[src/design/mexp_pkg.sv]
// Shared constants and types for the modular exponentiation block.
package mexp_pkg;

	// Operand width of base, exponent, modulus and result
	localparam int OPERAND_BITS = 31;

	// Stream payload widths, padded to whole bytes
	localparam int IN_DATA_W  = ((3 * OPERAND_BITS + 7) / 8) * 8;
	localparam int OUT_DATA_W = ((OPERAND_BITS + 7) / 8) * 8;

	// Bit counter width for one pass over an operand
	localparam int CNT_W = $clog2(OPERAND_BITS);

	// Control for the bit-serial modular multiply-add unit
	typedef struct packed {
		logic clear;
		logic step;
	} mr_ctrl_t;

endpackage

[src/design/mexp_mulred.sv]
// Bit-serial modular multiply-add step: acc = (2*acc + bit*a) mod m.
module mexp_mulred (
	input  logic                                clk,
	input  mexp_pkg::mr_ctrl_t                  ctrl,
	input  logic [mexp_pkg::OPERAND_BITS-1:0]   a,
	input  logic                                bit_in,
	input  logic [mexp_pkg::OPERAND_BITS-1:0]   m,
	input  logic [mexp_pkg::OPERAND_BITS:0]     m2,
	output logic [mexp_pkg::OPERAND_BITS-1:0]   acc
);

	localparam int W = mexp_pkg::OPERAND_BITS;

	logic [W-1:0] acc_q;
	logic [W+1:0] sum;
	logic [W+1:0] sub_m;
	logic [W+1:0] sub_m2;
	logic [W-1:0] next_acc;

	// Double and add; acc < m and a <= m keep the sum below 3m
	always_comb begin
		sum    = {1'b0, acc_q, 1'b0} + (bit_in ? {2'b00, a} : '0);
		sub_m  = sum - {2'b00, m};
		sub_m2 = sum - {1'b0, m2};
		if (sum >= {1'b0, m2}) begin
			next_acc = sub_m2[W-1:0];
		end else if (sum >= {2'b00, m}) begin
			next_acc = sub_m[W-1:0];
		end else begin
			next_acc = sum[W-1:0];
		end
	end

	// Accumulator
	always_ff @(posedge clk) begin
		if (ctrl.clear) begin
			acc_q <= '0;
		end else if (ctrl.step) begin
			acc_q <= next_acc;
		end
	end

	assign acc = acc_q;

endmodule

[src/design/modular_exponentiation.sv]
// Zero exponent or zero modulus skips the passes and goes straight to the done state.
// Otherwise the base is reduced first, then one square-and-multiply pass runs for each
// exponent bit up to the highest set one.
// One request is in work at a time, so a new request is taken only after the result is loaded;
// each product scans the square one bit a cycle, and a result may wait in the output register.
// Reset returns to idle with the output register empty.
module modular_exponentiation (
	input  logic                               clk,
	input  logic                               arst_n,
	input  logic                               s_axis_tvalid,
	output logic                               s_axis_tready,
	// base_value, exponent_value, modulus_value, zero pad
	input  logic [mexp_pkg::IN_DATA_W-1:0]     s_axis_tdata,
	output logic                               m_axis_tvalid,
	input  logic                               m_axis_tready,
	// power_residue, zero pad
	output logic [mexp_pkg::OUT_DATA_W-1:0]    m_axis_tdata
);

	localparam int W = mexp_pkg::OPERAND_BITS;

	localparam logic [2:0] ST_IDLE = 3'd0;
	localparam logic [2:0] ST_DIV  = 3'd1;
	localparam logic [2:0] ST_LOAD = 3'd2;
	localparam logic [2:0] ST_MUL  = 3'd3;
	localparam logic [2:0] ST_NEXT = 3'd4;
	localparam logic [2:0] ST_DONE = 3'd5;

	logic [2:0]               state_q;
	logic [mexp_pkg::CNT_W-1:0] cnt_q;
	logic [W-1:0]             sr_q;
	logic [W-1:0]             exp_q;
	logic [W-1:0]             mod_q;
	logic [W:0]               mod2_q;
	logic [W-1:0]             sq_q;
	logic [W-1:0]             res_q;
	logic [W-1:0]             result_q;
	logic [W-1:0]             out_q;
	logic                     out_valid_q;

	logic [W-1:0]             in_base;
	logic [W-1:0]             in_exp;
	logic [W-1:0]             in_mod;
	logic [W-1:0]             sq_a;
	logic [W-1:0]             sq_acc;
	logic [W-1:0]             res_acc;
	logic                     out_load;
	mexp_pkg::mr_ctrl_t       ctl;

	assign in_base = s_axis_tdata[W-1:0];
	assign in_exp  = s_axis_tdata[2*W-1:W];
	assign in_mod  = s_axis_tdata[3*W-1:2*W];

	assign s_axis_tready = (state_q == ST_IDLE);
	assign m_axis_tvalid = out_valid_q;
	assign m_axis_tdata  = mexp_pkg::OUT_DATA_W'(out_q);

	// Output register takes the result once it is free or being drained
	assign out_load = (state_q == ST_DONE) && (!out_valid_q || m_axis_tready);

	// Unit control: clear before each pass, step during a pass
	always_comb begin
		ctl.clear = (state_q == ST_IDLE) || (state_q == ST_LOAD) || (state_q == ST_NEXT);
		ctl.step  = (state_q == ST_DIV) || (state_q == ST_MUL);
	end

	// Base reduction runs as a multiply by one; afterwards it squares
	assign sq_a = (state_q == ST_DIV) ? W'(1) : sq_q;

	mexp_mulred u_sq (
		.clk    (clk),
		.ctrl   (ctl),
		.a      (sq_a),
		.bit_in (sr_q[W-1]),
		.m      (mod_q),
		.m2     (mod2_q),
		.acc    (sq_acc)
	);

	mexp_mulred u_res (
		.clk    (clk),
		.ctrl   (ctl),
		.a      (res_q),
		.bit_in (sr_q[W-1]),
		.m      (mod_q),
		.m2     (mod2_q),
		.acc    (res_acc)
	);

	// Sequencer and output register
	always_ff @(posedge clk or negedge arst_n) begin
		if (!arst_n) begin
			state_q     <= ST_IDLE;
			cnt_q       <= '0;
			sr_q        <= '0;
			exp_q       <= '0;
			mod_q       <= '0;
			mod2_q      <= '0;
			sq_q        <= '0;
			res_q       <= '0;
			result_q    <= '0;
			out_q       <= '0;
			out_valid_q <= 1'b0;
		end else begin
			if (out_load) begin
				out_valid_q <= 1'b1;
			end else if (m_axis_tready) begin
				out_valid_q <= 1'b0;
			end
			case (state_q)
				ST_IDLE: begin
					if (s_axis_tvalid) begin
						exp_q  <= in_exp;
						mod_q  <= in_mod;
						mod2_q <= {in_mod, 1'b0};
						sr_q   <= in_base;
						res_q  <= W'(1);
						cnt_q  <= mexp_pkg::CNT_W'(W - 1);
						if (in_exp == '0) begin
							result_q <= W'(1);
							state_q  <= ST_DONE;
						end else if (in_mod == '0) begin
							result_q <= '0;
							state_q  <= ST_DONE;
						end else begin
							state_q <= ST_DIV;
						end
					end
				end
				ST_DIV: begin
					sr_q <= {sr_q[W-2:0], 1'b0};
					if (cnt_q == '0) begin
						state_q <= ST_LOAD;
					end else begin
						cnt_q <= cnt_q - 1'b1;
					end
				end
				ST_LOAD: begin
					sq_q    <= sq_acc;
					sr_q    <= sq_acc;
					cnt_q   <= mexp_pkg::CNT_W'(W - 1);
					state_q <= ST_MUL;
				end
				ST_MUL: begin
					sr_q <= {sr_q[W-2:0], 1'b0};
					if (cnt_q == '0) begin
						state_q <= ST_NEXT;
					end else begin
						cnt_q <= cnt_q - 1'b1;
					end
				end
				ST_NEXT: begin
					if (exp_q[0]) begin
						res_q <= res_acc;
					end
					sq_q  <= sq_acc;
					sr_q  <= sq_acc;
					exp_q <= exp_q >> 1;
					cnt_q <= mexp_pkg::CNT_W'(W - 1);
					// Stop once no set exponent bit remains
					if ((exp_q >> 1) == '0) begin
						result_q <= exp_q[0] ? res_acc : res_q;
						state_q  <= ST_DONE;
					end else begin
						state_q <= ST_MUL;
					end
				end
				ST_DONE: begin
					if (out_load) begin
						out_q   <= result_q;
						state_q <= ST_IDLE;
					end
				end
				default: begin
					state_q <= ST_IDLE;
				end
			endcase
		end
	end

endmodule

[config.mk]
export PLATFORM = sky130hd
export DESIGN_NAME = modular_exponentiation
export DESIGN_NICKNAME = d
export VERILOG_FILES = /design/src/design/mexp_pkg.sv /design/src/design/mexp_mulred.sv /design/src/design/modular_exponentiation.sv
export SDC_FILE = /design/constraint.sdc
export NUM_CORES = 1
export LEC_CHECK = 0
export ABC_AREA = 1
export BUFFER_PORTS_ARGS = -buffer_cell sky130_fd_sc_hd__buf_2
export CAP_MARGIN = 25
export CORE_UTILIZATION = 40
export DETAILED_ROUTE_END_ITERATION = 10
export REMOVE_ABC_BUFFERS = 1
export SLEW_MARGIN = 20
export SYNTH_ARGS = -nofsm -noshare
export SYNTH_HDL_FRONTEND = slang
export SYNTH_SLANG_ARGS = --single-unit
[constraint.sdc]
create_clock -name clk -period 7.6 [get_ports clk]
set_input_delay 1.14 -clock clk [delete_from_list [all_inputs] [get_ports clk]]
set_output_delay 1.14 -clock clk [all_outputs]
set_load 0.1 [all_outputs]
==> results of run 1 <==
[state kept, by name (all words and copies together) (netlist names)]
name	count
u_sq.acc	31
sq_q	31
sr_q	31
result_q	31
m_axis_tvalid	1
cnt_q	5
mod2_q	31
out_q	31
state_q	3
u_res.acc	31
exp_q	31
res_q	31
[metrics by stage]
stage / cell area (µm²) / worst slack [ns]
floorplan: 24440 / 1.539
global placement: 26360 / 1.974
detailed placement: 26390 / 1.907
CTS: 27620 / 1.834
global route: 27690 / 1.309
finish: 27690 / 1.838
[cell families after synthesis]
logic type,after synthesis
buf+inv,606
fa+ha+maj,192
simple gates,1722
flops,288
compound gates,834
mux,47
other cells,1
xor+xnor,110
[path summary, 6_finish.rpt]
path,to,cells after the start,slack [ns],from
hold reg to reg,result_q[28],2,0.48,result_q[28]
setup / recovery,u_sq.acc[0],29,1.84,state_q[2]
max in group asynchronous,sq_q[30],2,5.73,arst_n
min in group asynchronous,out_q[27],1,0.58,arst_n
setup reg to reg,u_sq.acc[0],29,1.84,state_q[2]
hold / removal,result_q[28],2,0.48,result_q[28]
[layer usage]
metal  vias up  GRT usage  wire length (µm)
li1      12711          -                 -
met1     11486     0.3387             37690
met2       544     0.4441             39250
met3       131    0.02342              3022
met4         0    0.09425              2936
met5         -          0                 0
[worst min-delay path, delay by kind of cell, from the launching register on]
kind,cells,cell delay (ns)
AO/OA/AOI/OAI,1,0.06
AND/OR/NAND/NOR,1,0.05
flip-flops,1,0.34
[cells in the final DEF (no fill, tap or decap), types with 31 or more instances in the layout]
cell / instances
nor2_1: 335
mux2_2: 31
nand3_1: 180
inv_1: 489
nand2_1: 1001
nand4_1: 66
buf_2: 128
dfrtp_1: 225
xor2_1: 77
ha_1: 186
nor3_1: 36
a31oi_1: 49
dfxtp_1: 62
o21ai_0: 345
clkbuf_16: 37
xnor2_1: 33
a21oi_1: 306
[final cells by class]
| class | instances | area share |
|---|---|---|
| clock buffers | 50 | 0.03737 |
| well taps | 837 | 0.03782 |
| inverters | 496 | 0.06724 |
| diodes | 1 | 0.00009038 |
| clock inverters | 14 | 0.007276 |
| flip-flops and latches | 288 | 0.2491 |
| multi-input cells | 2906 | 0.5685 |
| repair buffers | 152 | 0.03254 |
[cells in the mapped netlist, drive strengths merged (2+ instances only)]
library cell,count,area (µm²)
o221ai,2,23.77
mux2,31,349.1
xnor2,33,289.0
a21oi,309,1554
a31oi,49,306.5
nor3,40,215.2
nor2,351,1374
a211oi,2,15.01
a22oi,20,150.1
nand3b,8,60.06
nor4,23,143.9
a21o,15,112.6
dfrtp,226,5655
o21bai,26,195.2
or2,26,162.7
dfxtp,62,1241
a221oi,2,17.52
a21boi,8,60.06
o21a,6,45.04
o21ai,372,1866
nor3b,3,22.52
o211ai,19,142.6
a31o,2,17.52
nand4,66,412.9
buf,26,170.2
and2,3,18.77
ha,186,2327
xor2,77,674.4
fa,6,120.1
mux2i,16,160.2
nand2,1014,3839
nand3,188,990.9
inv,496,1862
clkbuf,84,315.3
==> run summary, run 1 <==
Outcome: finished, violations left
Failing checks: DRC
Slew HR: 0.3283
Post-synthesis compound-gate area fraction: 0.1813
Layout cells sized above 1: 0.08218
CTS tree: done
Critical Path Sink Type: register
Nets: 4171
Global-route wire length before repair: 129300 µm
Tightest Pin Transition: 0.9986 ns
Core Util, Final: 0.4495
Mapped Area: 24930 µm²
RSZ-0062 raised after global routing: false
Routed Antenna Nets: 0
Avg Inst Size Synth: 6.560 µm²
WS Path Type: reg2reg
Number of gates resized after cts: 0
Post-Route WL: 82900 µm
Vias in the first global route: 23.59k
Bufs on Longest Clock Path: 3
Final Wtd Congestion: 1.032
CP Max Fanout: 46
Post-DP HPWL: 67770 µm
Sequential area share after synthesis: 0.2767
Worst EP required: 8.01 ns
Final period utilization: 0.7582
CP max stage delay: 0.47 ns
Die Span Y: 251.6 µm
Synth cell types: 54
Post-route setup TNS: 0 ns
Async SR Flop Fraction: 0.7847
Port bufs: 129
Total setup buffers inserted after CTS: 0
Most used DFF post-synth: dfrtp_1
Core region area: 61600 µm²
Final Hold Viols: 0
Clock H-tree levels: 2
Final setup violation count: 0
Critical path arrival: 6.17 ns
Clock slew at reported path FFs: 0.06 ns
Finished Layout Cells: 4744
Cells after Synth: 3800
MaxCap Viol Count: 0
Row cnt: 91
Post-synthesis mux area share: 0.02043
Max Slew Vio Count: 0
Placed cell count: 4676
Synth-to-Final Area Change: 11.07%
Die area: 63320 µm²
Combinational family with the most area after synthesis: simple AND/OR/NAND/NOR gates
Type of the worst min-delay path: reg2reg
Largest net degree at the start of global routing: 144
Via density: 5.243
Post-synth EDFFs: 0
Tmin final: 5.762 ns
Num CTS Buffers: 35
Starting Density: 0.4047
Yosys synthesis warning count: 0
CTS Sinks: 288
Max Fclk: 0.1736 GHz
I/O Pins: 134
DRC viols: 4
CTS root buf: clkbuf_16
Drt first pass iters: 8
Layout fillers: 6629
Max stage delay cell, worst path: nand3_4
Flops & latches, synth: 288
Reg area: 6898 µm²
Post-Synth Adder-Cell Area: 0.09818
Hold slack: 0.4801 ns
Grt ovf: 0
Multi-input gate area: 15740 µm²
Post-Synth Simple-Gate Area: 0.2904
Vias: 24.87k
Cell family with most CP delay: simple AND/OR/NAND/NOR gates
All-Layer GR Usage: 0.2593
Chip width: 251.6 µm
Xor and xnor fraction of the mapped netlist area: 0.03865
Startpoint Class: register
CP dominant cell by count: nand2_1
Detailed Route Iter0 Violations: 1628
Clock latency on the worst-skew pair: 0.55 ns
Initial antenna violation count: 1
Worst path bufs/invs: 4
WL per Instance: 17.48 µm
Clock Skew: 0.01907 ns
CTS Hold Bufs: 0
Power of run 1 is left out: the tool's default activity adds up to more than one toggle a clock period on the data nets, which glitch-free logic cannot reach.
==> inputs of run 2 (changes only) <==
- clock period: 7.6 -> 5.3 ns (I/O delays scaled with it)
==> run summary, run 2 (same netlist as run 1, synthesis figures left out) <==
Final setup violation count: 0
All-Layer GR Usage: 0.2621
CTS tree: done
Largest net degree at the start of global routing: 100
Reg2reg end: u_res.acc[16]
Post-Route WL: 84130 µm
Critical Path Sink Type: register
Area after DPL: 26680 µm²
Max Slew Vio Count: 0
Failing checks: DRC
Core region area: 61600 µm²
Routed Antenna Nets: 0
Layout fillers: 6561
MaxCap Viol Count: 0
R2R setup slack: 0.36 ns
Startpoint Class: register
I/O Pins: 134
Final period utilization: 0.9316
CP Max Fanout: 32
Commonest non-fill, non-tap cells in the layout: nand2_1 (997), inv_1 (489), o21ai_0 (344)
Num CTS Buffers: 36
Starting Density: 0.4047
Design Area, Final: 28040 µm²
Slew HR: 0.3703
Worst setup path startpoint: sr_q[30]
Type of the worst min-delay path: in2async
Clock slew at reported path FFs: 0.06 ns
RR Startpoint: sr_q[30]
Final Hold Viols: 0
Detailed Route Iter0 Violations: 1689
Synth-to-Final Area Change: 12.49%
Clock latency on the worst-skew pair: 0.55 ns
Chip width: 251.6 µm
DP Worst Slack: 0.2381 ns
CTS Hold Bufs: 0
Clock H-tree levels: 2
Max Fclk: 0.2025 GHz
Global-route wire length before repair: 131000 µm
Worst setup margin: 0.3625 ns
WL per Instance: 17.60 µm
N_diodes: 0
Die area: 63320 µm²
Vias: 25.04k
Tmin final: 4.937 ns
Die Span Y: 251.6 µm
Core Util, Final: 0.4552
WS Path Type: reg2reg
Post-DP HPWL: 68890 µm
Tightest Pin Transition: 0.9446 ns
CP max stage delay: 0.42 ns
RSZ-0062 raised after global routing: false
Grt ovf: 0
Port bufs: 129
Crit path cell chain: buf_12, nand2_1, inv_1, ha_1, a21oi_1, o21bai_1, a21oi_1, nand3_1, xor2_1, inv_1, ha_1, nand2_1, nor2_1, inv_1, nor2_1, nand4_1, o21bai_1, nand3b_1, inv_1, nand2_1, buf_12, a31oi_1, a21oi_1
Critical path arrival: 5.42 ns
Bufs on Longest Clock Path: 3
Outcome: finished, violations left
Initial antenna violation count: 0
Multi-input gate area: 15870 µm²
CP dominant cell by count: inv_1
R2R depth: 23
DRC viols: 2
Via density: 5.238
Drt first pass iters: 9
Most common cell after layout, fill and taps aside: nand2_1
Layout cells sized above 1: 0.09686
Clock Skew: 0.01587 ns
Final Wtd Congestion: 1.023
Reg area: 6898 µm²
Max stage delay cell, worst path: dfrtp_1
Critical path endpoint: u_res.acc[16]
Worst EP required: 5.78 ns
CTS Sinks: 288
CTS root buf: clkbuf_16
Row cnt: 91
Vias in the first global route: 23.68k
Nets: 4210
[run 2: what timing repair did]
item	CTS	global route
endpoints found under the setup margin	0	56
setup buffers	0	3
resized for setup	0	31
endpoints found under the hold margin	0	0
[run 2: worst min path at each step]
stage | startpoint | end | slack [ns] | depth (start not counted)
after CTS | arst_n | out_q[21] | 0.26 | 1
after detailed placement | result_q[28] | result_q[28] | 0.47 | 2
final | arst_n | out_q[21] | 0.23 | 1
after global placement | sq_q[0] | sq_q[0] | 0.46 | 2
after global routing | arst_n | out_q[21] | 0.30 | 1
after floorplan | sq_q[0] | sq_q[0] | 0.44 | 2
[run 2: critical path, delay by kind of cell, from the launching register on]
kind | cells | cell delay [ns]
AOI/OAI and AO/OA | 6 | 1.34
and+or+nand+nor | 8 | 1.18
buffers and inverters | 6 | 0.76
adders and majority gates | 2 | 0.75
DFF | 1 | 0.42
xor gates and xnor gates | 1 | 0.39
[run 2: cell type report]
| class | count | area share |
|---|---|---|
| Sequential cell | 288 | 0.2460 |
| Timing Repair Buffer | 189 | 0.04190 |
| Inverter | 496 | 0.06639 |
| Clock buffer | 46 | 0.03458 |
| Clock inverter | 18 | 0.007987 |
| Multi-Input combinational cell | 2907 | 0.5658 |
| Tap cell | 837 | 0.03735 |
[run 2: metrics by stage]
step,setup TNS [ns],std cells,hold slack (ns)
after floorplan,-42.96,3690,0.4423
after global placement,0,4713,0.4576
after detailed placement,0,4713,0.4708
after global routing,0,4781,0.2953
after CTS,0,4777,0.2568
final,0,4781,0.2275
[run 2: layer usage]
metal	vias up	share of wire	global-route usage
li1	12792	-	-
met1	11607	0.46	0.3455
met5	-	0	0
met2	518	0.48	0.4501
met4	0	0.032	0.08606
met3	124	0.036	0.02290
Power of run 2 is left out for the same reason.
